File: config.mk
export PLATFORM = sky130hd
export DESIGN_NAME = cvh_queue
export DESIGN_NICKNAME = d
export VERILOG_FILES = /design/src/sv/cvh_queue.sv
export SDC_FILE = /design/constraint.sdc
export NUM_CORES = 1
export LEC_CHECK = 0
export BUFFER_PORTS_ARGS = -buffer_cell sky130_fd_sc_hd__buf_2
export CORE_MARGIN = 10
export CORE_UTILIZATION = 49
export CTS_CLUSTER_DIAMETER = 80
export CTS_CLUSTER_SIZE = 20
export DETAILED_ROUTE_END_ITERATION = 8
export PLACE_DENSITY = 0.83
export REMOVE_ABC_BUFFERS = 1
export SETUP_SLACK_MARGIN = 0.2
export SLEW_MARGIN = 25
export SYNTH_ARGS = -nofsm -noshare
export SYNTH_HDL_FRONTEND = slang
export SYNTH_SLANG_ARGS = --single-unit
File: constraint.sdc
create_clock -name i_clk -period 1.6 [get_ports i_clk]
set_input_delay 0.48 -clock i_clk [delete_from_list [all_inputs] [get_ports i_clk]]
set_output_delay 0.48 -clock i_clk [all_outputs]
set_load 0.05 [all_outputs]
File: src/sv/cvh_queue.sv
// two-entry queue between the front and back parts
// no dependencies
module cvh_queue #(
    parameter int DW = 8
) (
    input  logic          i_clk,
    input  logic          i_rst_n,
    input  logic          i_push,
    input  logic [DW-1:0] i_data,
    output logic          o_full,
    input  logic          i_pop,
    output logic          o_empty,
    output logic [DW-1:0] o_data
);

    logic [DW-1:0] r_mem [2];
    logic          r_wp;
    logic          r_rp;
    logic [1:0]    r_cnt;
    logic          do_push;
    logic          do_pop;

    assign o_full  = (r_cnt == 2'd2);
    assign o_empty = (r_cnt == 2'd0);
    assign do_push = i_push && !o_full;
    assign do_pop  = i_pop && !o_empty;
    assign o_data  = r_mem[r_rp];

    always_ff @(posedge i_clk) begin
        if (!i_rst_n) begin
            r_wp  <= 1'b0;
            r_rp  <= 1'b0;
            r_cnt <= 2'd0;
        end else begin
            if (do_push) begin
                r_wp <= !r_wp;
            end
            if (do_pop) begin
                r_rp <= !r_rp;
            end
            unique case ({do_push, do_pop})
                2'b10:   r_cnt <= r_cnt + 2'd1;
                2'b01:   r_cnt <= r_cnt - 2'd1;
                default: r_cnt <= r_cnt;
            endcase
        end
    end

    always_ff @(posedge i_clk) begin
        if (do_push) begin
            r_mem[r_wp] <= i_data;
        end
    end

endmodule

==> reports/qor.csv, run 1 <==
metric,value,unit
Power Total,0.00237,W
antenna cell count,0,
final worst setup slack,-0.125,ns
Fill cells,87,
"Seq/Total Area, Yosys",72.4,%
DR vias/cell,5.32,
total length of routed wires,1570,um
"Hold Vio Cnt, Final",0,
cts bufs inserted,3,
non-filler instance count after layout,95,
initial antenna violation count,0,
Max clock buf depth,2,
synthesized area per cell,15.4,um^2
H-tree depth,1,
CORE AREA,1520,um^2
nets@finish,93,
via count,505,
"CTS clk-pin slew, worst paths",0.11,ns
drt initial violations,4,
share of cells above drive strength 1,62.0,%
Initial Utilization,52.6,%
First-pass DRT Iterations,4,
Hold Slack,0.369,ns
peak supply drop,1.31,mV
DRC Markers,0,
clk sinks,21,
outcome,finished with violations,
failing checks,negative setup slack,
I/O Buffers,21,
pin count of the biggest net entering global routing,12,
RePlAce Congestion,0.660,
CP Max Fanout,8,
grt total ovfl,0,
"commonest non-fill, non-tap cell in the layout",edfxtp_1,
Worst Setup Start Kind,flip-flop,
Detail Route Antenna Nets,0,
Post-Synthesis Cell Area,802,um^2
Die H,60.5,um
first-pass GRT wire length,2510,um
post-place setup slack,-0.0661,ns
CP Capture Type,output pin,
Die Wd,60.5,um
hold buffer count at cts,0,
die area,3650,um^2
#FFs+latches synth,21,
placed cell count,90,
boundary pin count,22,
worst-skew pair later-pin latency,0.29,ns
Syn. warnings,0,
Pins Over Slew Limit,0,
actual slew at the worst max-slew pin,0.378,ns
RSZ-0062 raised after global routing,yes,
All-Layer GR Usage,9.08,%
PD cells,1990,nW/um^2
num rows,14,
MaxCap Viol Count,0,
Leakage,0.483,nW
Storage cell area,587,um^2
DP HPWL,1110,um
Layout Skew,0.00324,ns
distinct cell type count after synthesis,17,
"commonest cells after routing, fill and taps aside","16 x edfxtp_1, 11 x buf_2, 10 x buf_8, 8 x mux2_4",
wire length per cell,16.5,um
Setup CP Type,reg2out,
root buffer cell,clkbuf_4,
Multi-input gate area,294,um^2
Mapped Cells,52,
Slew headroom,74.8,%
fin crit share,108,%
CTS tree,done,
number of global-route vias before repair,573,
area grow syn2layout,48.5,%
crit path DAT,1.25,ns
Fmax,580,MHz
Worst EP required,1.12,ns
Final min period,1.73,ns
hold crit path type,in2reg,
# setup viols final,8,
[state kept, by name, indices dropped and copies added (netlist names), named ones only]
signal / count
r_wp: 1
r_cnt: 2
r_rp: 1
r_mem: 16
[cell families (layout without fill, tap and decap cells)]
family / after synthesis / in the layout / synth area share (%)
compound gates: 5 / 5 / 3.43
flops: 21 / 21 / 72.4
fa+ha+maj: 1 / 1 / 1.56
mux: 8 / 8 / 11.2
xor+xnor: 3 / 3 / 3.28
buf+inv: 5 / 32 / 2.34
simple gates: 9 / 9 / 5.77
[metrics by stage]
| stage | TNS (ns) | area (um^2) | util, % |
|---|---|---|---|
| CTS | -1.03 | 1170 | 76.8 |
| finish | -0.978 | 1190 | 78.2 |
| detailed placement | -0.112 | 951 | 62.4 |
| floorplan | 0 | 798 | - |
| global route | -1.40 | 1190 | 78.2 |
| global placement | 0 | 951 | 62.4 |
[Yosys cell counts (all sizes together)]
cell    number  area, um^2
ha           1        12.5
and3         1        6.26
nand2        1        3.75
xnor2        2        17.5
or3          2        12.5
nor2         4        15.0
clkbuf       1        3.75
xor2         1        8.76
o21a         1        7.51
dfxtp        5         100
o21ai        2        10.0
nand2b       1        8.76
edfxtp      16         480
mux2         8        90.1
inv          4        15.0
a21oi        2        10.0
[what timing repair did]
| item | CTS | global route |
|---|---|---|
| setup buffers | 1 | 0 |
| setup endpoints to repair | 19 | 19 |
| resized for setup | 52 | 5 |
| pin swaps | 3 | 1 |
[power by group]
part | switching, W | total (W) | leakage, nW | internal, W
Clock | 0.000150 | 0.000246 | 0.0150 | 0.0000969
Sequential | 0.0000728 | 0.000786 | 0.192 | 0.000714
Combinational | 0.000690 | 0.00134 | 0.275 | 0.000646
[worst max-delay path, cell delays in order, from the launching register on]
cell	delay, ns
dfxtp_2	0.36
buf_12	0.13
mux2_4	0.31
buf_8	0.15
[worst paths after layout]
check             from           to  slack, ns  cells after the start
max          flip-flop    o_data[3]      -0.13                      3
min          i_data[1]  r_mem[1][1]       0.37                      1
min reg2reg       r_wp         r_wp       0.49                      2
max reg2reg   r_cnt[1]     r_cnt[1]       0.17                      5
[area by class of cell]
type | count | area share, %
sequential | 21 | 49.3
clock buffer | 4 | 2.21
inverter | 4 | 1.68
timing repair buffer | 24 | 20.5
multi-input combinational | 26 | 24.7
tap | 16 | 1.68
[layer usage]
| metal | track usage (%) | share of wire [%] | vias up | wire length, um |
|---|---|---|---|---|
| met5 | 0 | 0 | - | 0 |
| met4 | 3.76 | 1.3 | 0 | 21 |
| met3 | 2.51 | 6.6 | 4 | 103 |
| met2 | 16.2 | 52 | 16 | 820 |
| met1 | 9.90 | 40 | 242 | 623 |
| li1 | - | - | 243 | - |
(Power assumes the default switching activity.)
==> run 2, diff against run 1 <==
--- a/config.mk
+++ b/config.mk
@@ -7,11 +7,11 @@
 export LEC_CHECK = 0
 export BUFFER_PORTS_ARGS = -buffer_cell sky130_fd_sc_hd__buf_2
 export CORE_MARGIN = 10
-export CORE_UTILIZATION = 49
+export CORE_UTILIZATION = 45
 export CTS_CLUSTER_DIAMETER = 80
 export CTS_CLUSTER_SIZE = 20
 export DETAILED_ROUTE_END_ITERATION = 8
-export PLACE_DENSITY = 0.83
+export PLACE_DENSITY = 0.78
 export REMOVE_ABC_BUFFERS = 1
 export SETUP_SLACK_MARGIN = 0.2
 export SLEW_MARGIN = 25
==> reports/qor.csv, run 2 (same netlist as run 1, synthesis figures left out) <==
metric,value,unit
WHS Path Cells,1,
routed wl met2,883,um
peak supply drop,1.17,mV
"CP delay by family, top",flip-flops,
actual slew at the worst max-slew pin,0.363,ns
Largest regs,"r_mem: 16 flops, r_cnt: 2 flops",
Setup CP Type,reg2out,
Layout Skew,0.00857,ns
"CTS clk-pin slew, worst paths",0.12,ns
met3 routed WL,154,um
"Hold Vio Cnt, Final",0,
fin crit share,109,%
hold buffer count at cts,0,
Worst path max stage delay,0.36,ns
Top reg by flops,r_mem,
initial antenna violation count,0,
HP Start,i_data[3],
PD cells,1980,nW/um^2
Leakage,0.494,nW
hold crit path type,in2reg,
Fill cells,122,
Reg-to-Reg End,r_cnt[1],
Clock power frac,11.0,%
met1 wire length,567,um
num rows,15,
MaxCap Viol Count,0,
Slew headroom,75.8,%
Flop pwr share,33.1,%
root buffer cell,clkbuf_4,
share of cells above drive strength 1,59.8,%
NetSw,0.000911,W
First-pass DRT Iterations,3,
Die H,62.2,um
placed cell count,100,
total length of routed wires,1670,um
RSZ-0062 raised after global routing,yes,
crit path DAT,1.26,ns
nets@finish,96,
Die Wd,62.2,um
Worst R2R Start,r_cnt[1],
Top Layer Used,met4,
Max clock buf depth,2,
# setup viols final,8,
end point of the worst hold path,r_mem[1][3],
All-Layer GR Usage,9.38,%
worst-skew pair later-pin latency,0.31,ns
CP Max Fanout,8,
DP HPWL,1140,um
failing checks,negative setup slack,
grt total ovfl,0,
Fmax,574,MHz
"setup slack, reg-to-reg",0.18,ns
via count,498,
RePlAce Congestion,0.639,
CTS tree,done,
wire length per cell,15.6,um
Initial Utilization,47.0,%
number of flip-flops in the largest register,16,
Comb power frac,55.9,%
I/O Buffers,21,
Worst Setup Start Kind,flip-flop,
Worst EP required,1.12,ns
non-filler instance count after layout,107,
cts bufs inserted,3,
antenna cell count,0,
CP bufs+invs,2,
Final Core Density,69.7,%
number of global-route vias before repair,571,
Worst R2R Path Depth,5,
slowest CP cell,dfxtp_2,
"commonest non-fill, non-tap cell in the layout",edfxtp_1,
final worst setup slack,-0.142,ns
H-tree depth,1,
pin count of the biggest net entering global routing,13,
outcome,finished with violations,
internal power,0.00144,W
CP Capture Type,output pin,
Detail Route Antenna Nets,0,
DR vias/cell,4.65,
drt initial violations,9,
area grow syn2layout,48.4,%
Pins Over Slew Limit,0,
CORE AREA,1710,um^2
clk sinks,21,
Final min period,1.74,ns
DRC Markers,0,
critical-path cell list,"buf_12, mux2_4, buf_8",
Switching Fraction,38.7,%
"commonest cells after routing, fill and taps aside","16 x edfxtp_1, 11 x buf_2, 10 x buf_8, 8 x mux2_4, 4 x buf_4",
first-pass GRT wire length,2790,um
boundary pin count,22,
die area,3870,um^2
-- run 2: cell types whose count changed in the layout (fill, tap and decap cells not counted) --
cell	delta
or3_4	-2
nand2_2	+1
clkinv_2	+1
o21a_4	-1
clkbuf_1	-1
a21oi_2	-1
ha_2	+1
o21a_1	+1
buf_4	+3
ha_4	-1
or3_1	+2
a21oi_1	+1
nand2_4	-1
-- run 2: final cells by class --
cell class                      instances  area, um^2  area share, %
Clock buffer                            3        22.5           1.89
Clock inverter                          1        5.00          0.421
Inverter                                4        20.0           1.68
Multi-Input combinational cell         26         258           21.7
Sequential cell                        21         587           49.3
Tap cell                               25        31.3           2.63
Timing Repair Buffer                   27         267           22.4
-- run 2: worst max-delay path by stage --
stage | slack, ns | start | endpoint | depth (start not counted)
after floorplan | 0.09 | r_cnt[0] | r_mem[0][0] | 4
after global placement | 0.05 | i_pop | r_cnt[1] | 5
after detailed placement | 0.01 | i_pop | r_cnt[1] | 5
after CTS | -0.14 | flip-flop | o_data[6] | 3
after global routing | -0.18 | flip-flop | o_data[2] | 3
final | -0.14 | flip-flop | o_data[2] | 3
-- run 2: layer usage --
| metal | up-vias | track usage [%] |
|---|---|---|
| li1 | 243 | - |
| met1 | 231 | 7.90 |
| met2 | 18 | 16.0 |
| met3 | 6 | 4.66 |
| met4 | 0 | 8.00 |
| met5 | - | 0 |
-- run 2: repair_timing --
| action | 4_1_cts | 5_1_grt |
|---|---|---|
| endpoints found under the setup margin | 19 | 16 |
| setup buffers | 3 | 0 |
| resized for setup | 50 | 2 |
| gates cloned | 0 | 0 |
| pin swaps | 5 | 3 |
-- run 2: metrics by stage --
step / setup WS [ns] / TNS (ns) / hold WS (ns) / instance area (um^2) / power (W)
after floorplan: 0.0876 / 0 / 0.458 / 798 / 0.00141
after global placement: 0.0534 / 0 / 0.474 / 970 / 0.00164
after detailed placement: 0.0143 / 0 / 0.491 / 970 / 0.00167
after CTS: -0.144 / -1.09 / 0.349 / 1180 / 0.00234
after global routing: -0.179 / -1.39 / 0.337 / 1190 / 0.00246
final: -0.142 / -1.06 / 0.352 / 1190 / 0.00236
-- run 2: power by group through the flow --
stage               clock (W)  sequential (W)  combinational (W)
floorplan                   0        0.000773           0.000633
global placement            0        0.000759           0.000884
detailed placement          0        0.000765           0.000902
CTS                  0.000254        0.000777            0.00131
global route         0.000281        0.000793            0.00139
finish               0.000258        0.000780            0.00132
-- run 2: worst reg2reg max path, cell delays in order, from the launching register on --
cell and delay, ns:
dfxtp_4 0.39, o21a_1 0.19, ha_2 0.19, xnor2_2 0.13
or3_1 0.31, a21oi_1 0.15
