## src/sv/cvh_pkg.sv

```systemverilog
// shared types for the gift-wrap convex hull block
// no dependencies; imported by cvh_front, cvh_back and the top level
package cvh_pkg;

    // control bits of one queued beat
    typedef struct packed {
        logic store;    // point goes into the point memory
        logic last;     // set closes here, run the hull walk
        logic ovf;      // some point of this set was dropped
    } t_q_ctl;

    localparam int CTL_W = $bits(t_q_ctl);

    typedef enum logic [3:0] {
        S_IDLE,
        S_MIN,
        S_CHECK,
        S_RD,
        S_DIFF,
        S_MUL,
        S_SUM,
        S_DEC,
        S_NEXT
    } t_back_state;

endpackage

```

## src/sv/cvh_front.sv

```systemverilog
// front part: takes point beats, assigns store slots, flags overflow
// depends on cvh_pkg; feeds cvh_queue
module cvh_front
    import cvh_pkg::*;
#(
    parameter int CW         = 16,
    parameter int MAX_POINTS = 64
) (
    input  logic                 i_clk,
    input  logic                 i_rst_n,
    input  logic                 i_start,
    output logic                 o_busy,
    input  logic [CW-1:0]        i_x,
    input  logic [CW-1:0]        i_y,
    input  logic                 i_last,
    input  logic                 i_q_full,
    input  logic                 i_done,
    output logic                 o_push,
    output logic [2*CW+$clog2(MAX_POINTS)+$clog2(MAX_POINTS+1)+CTL_W-1:0] o_push_data
);

    localparam int AW = $clog2(MAX_POINTS);
    localparam int NW = $clog2(MAX_POINTS + 1);

    logic [NW-1:0] r_count;
    logic          r_ovf;
    logic          r_run_pend;
    logic          n_run_pend;
    logic          accept;
    logic          can_store;
    logic [NW-1:0] n_count;
    logic          n_ovf;
    t_q_ctl        ctl;

    assign o_busy    = r_run_pend || i_q_full;
    assign accept    = i_start && !o_busy;
    assign can_store = (r_count < NW'(MAX_POINTS));
    assign n_count   = can_store ? r_count + NW'(1) : r_count;
    assign n_ovf     = r_ovf || !can_store;

    always_comb begin
        ctl.store = can_store;
        ctl.last  = i_last;
        ctl.ovf   = n_ovf;
    end

    assign o_push      = accept;
    assign o_push_data = {i_x, i_y, r_count[AW-1:0], n_count, ctl};

    always_comb begin
        n_run_pend = r_run_pend;
        if (i_done) begin
            n_run_pend = 1'b0;
        end
        if (accept && i_last) begin
            n_run_pend = 1'b1;
        end
    end

    always_ff @(posedge i_clk) begin
        if (!i_rst_n) begin
            r_count    <= '0;
            r_ovf      <= 1'b0;
            r_run_pend <= 1'b0;
        end else begin
            r_run_pend <= n_run_pend;
            if (accept) begin
                // a closing beat starts the next set from empty
                r_count <= i_last ? '0 : n_count;
                r_ovf   <= i_last ? 1'b0 : n_ovf;
            end
        end
    end

    a_last_blocks: assert property (@(posedge i_clk) disable iff (!i_rst_n)
        (accept && i_last) |=> o_busy)
        else $error("front accepted a closing beat but did not go busy");

    a_count_range: assert property (@(posedge i_clk) disable iff (!i_rst_n)
        r_count <= NW'(MAX_POINTS))
        else $error("point count beyond capacity");

endmodule

```

## config.mk

```make
export PLATFORM = sky130hd
export DESIGN_NAME = cvh_front
export DESIGN_NICKNAME = d
export VERILOG_FILES = /design/src/sv/cvh_pkg.sv /design/src/sv/cvh_front.sv
export SDC_FILE = /design/constraint.sdc
export NUM_CORES = 1
export LEC_CHECK = 0
export ABC_AREA = 1
export BUFFER_PORTS_ARGS = -buffer_cell sky130_fd_sc_hd__buf_2
export CORE_MARGIN = 2
export CORE_UTILIZATION = 37
export CTS_CLUSTER_DIAMETER = 100
export DETAILED_ROUTE_END_ITERATION = 10
export GPL_TIMING_DRIVEN = 0
export PLACE_DENSITY = 0.8
export SKIP_CTS_REPAIR_TIMING = 1
export SLEW_MARGIN = 10
export SYNTH_ARGS = -nofsm -noshare
export SYNTH_HDL_FRONTEND = slang
export SYNTH_SLANG_ARGS = --single-unit
export TNS_END_PERCENT = 50
```

## constraint.sdc

```tcl
create_clock -name i_clk -period 2.1 [get_ports i_clk]
set_input_delay 0.42 -clock i_clk [delete_from_list [all_inputs] [get_ports i_clk]]
set_output_delay 0.42 -clock i_clk [all_outputs]
set_load 0.02 [all_outputs]
```

==> results of run 1 <==
-- cells by family after synthesis --
logic type               count (synthesis)  synth area share
AND/OR/NAND/NOR                         45             0.254
AO/OA/AOI/OAI                           10            0.0873
flip-flops                               9             0.213
adder cells (fa/ha/maj)                  1            0.0148
buffers and inverters                   56             0.430
-- how the worst max path moves through the flow --
| stage | start | endpoint | cells after the start |
|---|---|---|---|
| 5_1_grt | r_count[0] | o_push_data[9] | 6 |
| 6_report | r_count[0] | o_push_data[7] | 7 |
| 3_5_place_dp | r_count[0] | o_push_data[7] | 6 |
| 4_1_cts | r_count[0] | o_push_data[7] | 7 |
| 2_1_floorplan | r_count[0] | o_push_data[7] | 5 |
| 3_3_place_gp | r_count[0] | o_push_data[7] | 6 |
-- tightest hold or removal path: stages --
cell and delay [ps]:
buf_2 70, or2_2 90, a21oi_1 50
-- area by class of cell --
class,instances,area [um2]
Inverter,15,56.3
Tap cell,28,35.0
Fill cell,228,1010
Clock buffer,4,26.3
Timing Repair Buffer,55,275
Buffer,41,308
Multi-Input combinational cell,56,302
Sequential cell,9,180
-- layout by cell type, fill, tap and decap left out, drive strengths merged, types with 3 or more instances in the layout --
cell type	Yosys	final
buf	41	96
a22oi	3	3
nand3	5	5
clkbuf	0	4
inv	15	15
nor2	10	10
nand2	26	26
dfxtp	9	9
a21oi	5	5
-- cell usage after synthesis (all sizes together) --
| library cell | instances | area share |
|---|---|---|
| dfxtp | 9 | 0.21 |
| buf | 41 | 0.36 |
| a31oi | 1 | 0.0074 |
| nor3 | 1 | 0.0059 |
| or2 | 1 | 0.0074 |
| nand2 | 26 | 0.12 |
| a22oi | 3 | 0.033 |
| inv | 15 | 0.067 |
| o21bai | 1 | 0.0089 |
| nand3b | 1 | 0.0089 |
| nor2 | 10 | 0.056 |
| ha | 1 | 0.015 |
| a21oi | 5 | 0.038 |
| and2 | 1 | 0.0074 |
| nand3 | 5 | 0.050 |
-- sequential cells by signal, indices dropped and copies added (netlist names) --
name,cells
r_count,7
r_ovf,1
r_run_pend,1
-- power groups by stage --
stage          Combinational [mW]  Clock (mW)  Sequential [mW]
3_3_place_gp                0.161           0            0.178
4_1_cts                     0.163       0.138            0.174
6_report                    0.161       0.135            0.174
3_5_place_dp                0.163           0            0.178
2_1_floorplan               0.119           0            0.178
5_1_grt                     0.172       0.149            0.175
-- per-layer routing --
metal  up-vias  track usage  share of wire
li1        448            -              -
met1       367        0.144           0.38
met2        37        0.241           0.52
met3         0       0.0603          0.096
met4         0       0.0132              0
met5         -            0              0
==> run metrics, run 1 <==
startpoint class of the critical path flop; grt ovf 0; Final Skew 5.83 ps; Cell Chain, Critical Path ha_1 > nand2_1 > nor2_1 > nand2_1 > nand2_1 > nand2_1 > buf_2; pre-CTS setup slack 513 ps; period utilisation layout 0.894; layout cells sized above 1 0.617; Final Max Tran Viols 0; reg-to-reg slack, setup 830 ps; Net Switching 0.150 mW; RSZ-0062 raised after global routing no; PwrDens 397 nW/um2; worst hold path type in2reg; Req. time, crit path 1680 ps; r2r worst-path depth 8; worst-skew pair later-pin latency 260 ps; Clk pwr share 0.287; Synth warnings 0; sequential group share of total power 0.371; WHS around 420 ps; Leakage Power between 0.7 and 0.8 nW; IO Pins 88; DIE AREA 2680 um2; hold path cells 3; #FFs+latches synth 9; RePlAce Congestion 0.804; Port Buffers 55; Crit path max-delay family flip-flops; WS Path Type reg2out; CP Data Arrival Time 1460 ps; Syn Area/Cell 6.99 um2; CTS clk-pin slew, worst paths 60 ps; vias 852; Worst R2R Start r_count[0]; CTS tree built; status completed; Final Util 0.540; Root Buffer clkbuf_4; Yosys cell types 23; fin cells roughly 210; Slowest-stage cell, CP dfxtp_1; Achievable Freq 533 MHz; clk sinks 9; post-route ant nets 0; routed wire length around 1800 um; register area share after synthesis 0.213; worst-case clock buffer depth 2; synthesized instance count approximately 120; area post-placement 1160 um2; Die Ht ~52 um; mapped cell area 846 um2; largest net degree at the start of global routing 9; Hold Path End r_run_pend; post-route design area 1180 um2; Max Cap Viol 0; Peak VDD IR 0.296 mV; H-tree levels 1; Largest stage delay, worst path 430 ps; Worst setup EP type output port; total power 0.470 mW; Final Critical Period around 1900 ps; syn nets 160; # placed instances between 200 and 250; most frequent CP cell nand2_1; drc violations 0; Setup TNS 0 ps; routed length per instance 8.76 um; vias in the first global route 611; Starting DRT DRC Count 11; slew margin rel. 0.815; worst slew pin tran ~280 ps; FF-to-FF End r_count[4]; row count 17; HPWL after detailed placement 1560 um; Nets 220; Hold Fails Final Rpt 0; combinational power share 0.342; DR vias/cell 4.10; synth-to-layout area growth 39.8%; core area ~2200 um2; antenna cells 0; hold path startpoint i_done; first-pass GRT wire length 2620 um; initial antenna violation count 0; Starting Density 0.386; final setup fails 0; cts bufs inserted 3; WP buf/inv 1; Pre-antenna DRT Iters 4; die width 51.8 um; Final WS setup 222 ps; CP Max Fanout 6; Internal Power roughly 0.32 mW; switching power share of the total 0.318; All-Layer GR Usage 0.132
Note: power is estimated with default switching activity, not from simulation.
==> run 2: changes to the inputs <==
Settings changed: BUFFER_PORTS_ARGS -buffer_cell sky130_fd_sc_hd__buf_2 to -buffer_cell sky130_fd_sc_hd__clkbuf_2.
==> run metrics, run 2 (synthesis gave the netlist of run 1 again) <==
status completed (unchanged); Root Buffer clkbuf_4 (unchanged); drc violations 0 (unchanged); r2r worst-path depth 8 (unchanged); Worst setup EP type output port (unchanged); Achievable Freq 523 MHz (was 533 MHz); routed wire length 1880 um (was 1820 um); CTS tree built (unchanged); biggest registers after layout r_count x7, r_ovf x1, r_run_pend x1 (unchanged); clk sinks 9 (unchanged); Final Skew 4.93 ps (was 5.83 ps); HPWL after detailed placement 1600 um (was 1560 um); Final Critical Period 1910 ps (was 1880 ps); synth-to-layout area growth 39.8% (unchanged); Req. time, crit path 1680 ps (about the same); Starting Density 0.386 (unchanged); Net Switching 0.153 mW (was 0.150 mW); max FFs per register 7 (unchanged); row count 17 (unchanged); commonest non-fill, non-tap cell in the layout clkbuf_2 (was buf_2); WHS 421 ps (was 419 ps); final setup fails 0 (unchanged); Register Area 180 um2 (unchanged); switching power share of the total 0.324 (was 0.318); Worst R2R Start r_count[0] (unchanged); Top reg by flops r_count (unchanged); fillcell total 230 (was 228); grt ovf 0 (unchanged); sequential group share of total power 0.369 (was 0.371); IO Pins 88 (unchanged); DIE AREA 2680 um2 (unchanged); Starting DRT DRC Count 10 (was 11); multi-input combinational cell area 302 um2 (unchanged); period utilisation layout 0.910 (was 0.894); DR vias/cell 4.19 (was 4.10); Final WS setup 189 ps (was 222 ps); CP endpoint o_push_data[7] (unchanged); first-pass GRT wire length 2730 um (was 2620 um); Setup TNS 0 ps (unchanged); vias in the first global route 645 (was 611); Peak VDD IR 0.302 mV (was 0.296 mV); combinational power share 0.343 (was 0.342); layout cells sized above 1 0.617 (unchanged); initial antenna violation count 0 (unchanged); CP Data Arrival Time 1490 ps (was 1460 ps); Pre-antenna DRT Iters 4 (unchanged); post-route ant nets 0 (unchanged); most frequent cells in the layout clkbuf_2 (55), buf_4 (41), nand2_1 (25) (was buf_2 (55), buf_4 (41), nand2_1 (25)); RSZ-0062 raised after global routing no (unchanged); antenna cells 0 (unchanged); All-Layer GR Usage 0.139 (was 0.132); Max Cap Viol 0 (unchanged); worst-case clock buffer depth 2 (unchanged); vias 871 (was 852); die width 51.8 um (unchanged); PwrDens 400 nW/um2 (was 397 nW/um2); routed length per instance 9.01 um (was 8.76 um); worst hold path type in2reg (unchanged); WS Path Type reg2out (unchanged); post-route design area 1180 um2 (unchanged); area post-placement 1160 um2 (unchanged); H-tree levels 1 (unchanged); Internal Power 0.320 mW (about the same); RePlAce Congestion 0.803 (was 0.804); pre-CTS setup slack 503 ps (was 513 ps); core area 2190 um2 (unchanged); largest net degree at the start of global routing 9 (unchanged); Nets 220 (unchanged); CP Max Fanout 6 (unchanged); slew margin rel. 0.823 (was 0.815); worst-skew pair later-pin latency 270 ps (was 260 ps); reg-to-reg slack, setup 810 ps (was 830 ps); Final Max Tran Viols 0 (unchanged); crit path from r_count[0] (unchanged); FF-to-FF End r_count[4] (unchanged); Port Buffers 55 (unchanged); CTS clk-pin slew, worst paths 60 ps (about the same); Die Ht 51.8 um (unchanged); worst slew pin tran 265 ps (was 278 ps); startpoint class of the critical path flop (unchanged); cts bufs inserted 3 (unchanged); Leakage Power 0.711 nW (was 0.713 nW); Hold Fails Final Rpt 0 (unchanged); Clk pwr share 0.288 (was 0.287)
==> run 2: changes by cell type in the layout (fill, tap and decap cells not counted) <==
cell | previous run | this run
buf_2 | 55 | 0
clkbuf_2 | 0 | 55
==> run 2: cell type report <==
type                            instances  share of cell area
Sequential cell                         9               0.152
Buffer                                 41               0.260
Tap cell                               28              0.0296
Timing Repair Buffer                   55               0.233
Clock buffer                            4              0.0222
Multi-Input combinational cell         56               0.255
Inverter                               15              0.0476
==> run 2: worst min-delay path by stage <==
stage	start	to	slack [ps]	cells past startpoint
finish	i_rst_n	r_ovf	420	3
floorplan	r_ovf	r_ovf	430	2
global placement	r_ovf	r_ovf	440	2
detailed placement	r_ovf	r_ovf	460	2
global route	i_done	r_run_pend	420	3
CTS	i_done	r_run_pend	410	3
==> run 2: metal layers <==
layer | wire, um | track usage | vias up
li1 | - | - | 449
met1 | 724 | 0.153 | 383
met2 | 983 | 0.244 | 37
met3 | 157 | 0.0603 | 2
met4 | 10 | 0.0395 | 0
met5 | 0 | 0 | -
==> run 2: power by group through the flow <==
stage | combinational (mW) | sequential [mW] | clock, mW
global route | 0.174 | 0.175 | 0.151
CTS | 0.164 | 0.174 | 0.143
finish | 0.162 | 0.174 | 0.136
detailed placement | 0.164 | 0.178 | 0
floorplan | 0.119 | 0.178 | 0
global placement | 0.161 | 0.178 | 0
==> run 2: worst max-delay path, stage by stage (launching register included) <==
cell and delay [ps]:
dfxtp_1 430, ha_1 210, nand2_1 70, nor2_1 160, nand3b_1 90, nand2_1 90
clkbuf_2 170
==> run 2: through the flow <==
step	util	cells	total power [mW]
6_report	0.540	208	0.473
5_1_grt	0.540	208	0.499
4_1_cts	0.540	208	0.482
3_5_place_dp	0.528	204	0.342
3_3_place_gp	0.528	204	0.340
2_1_floorplan	-	121	0.297
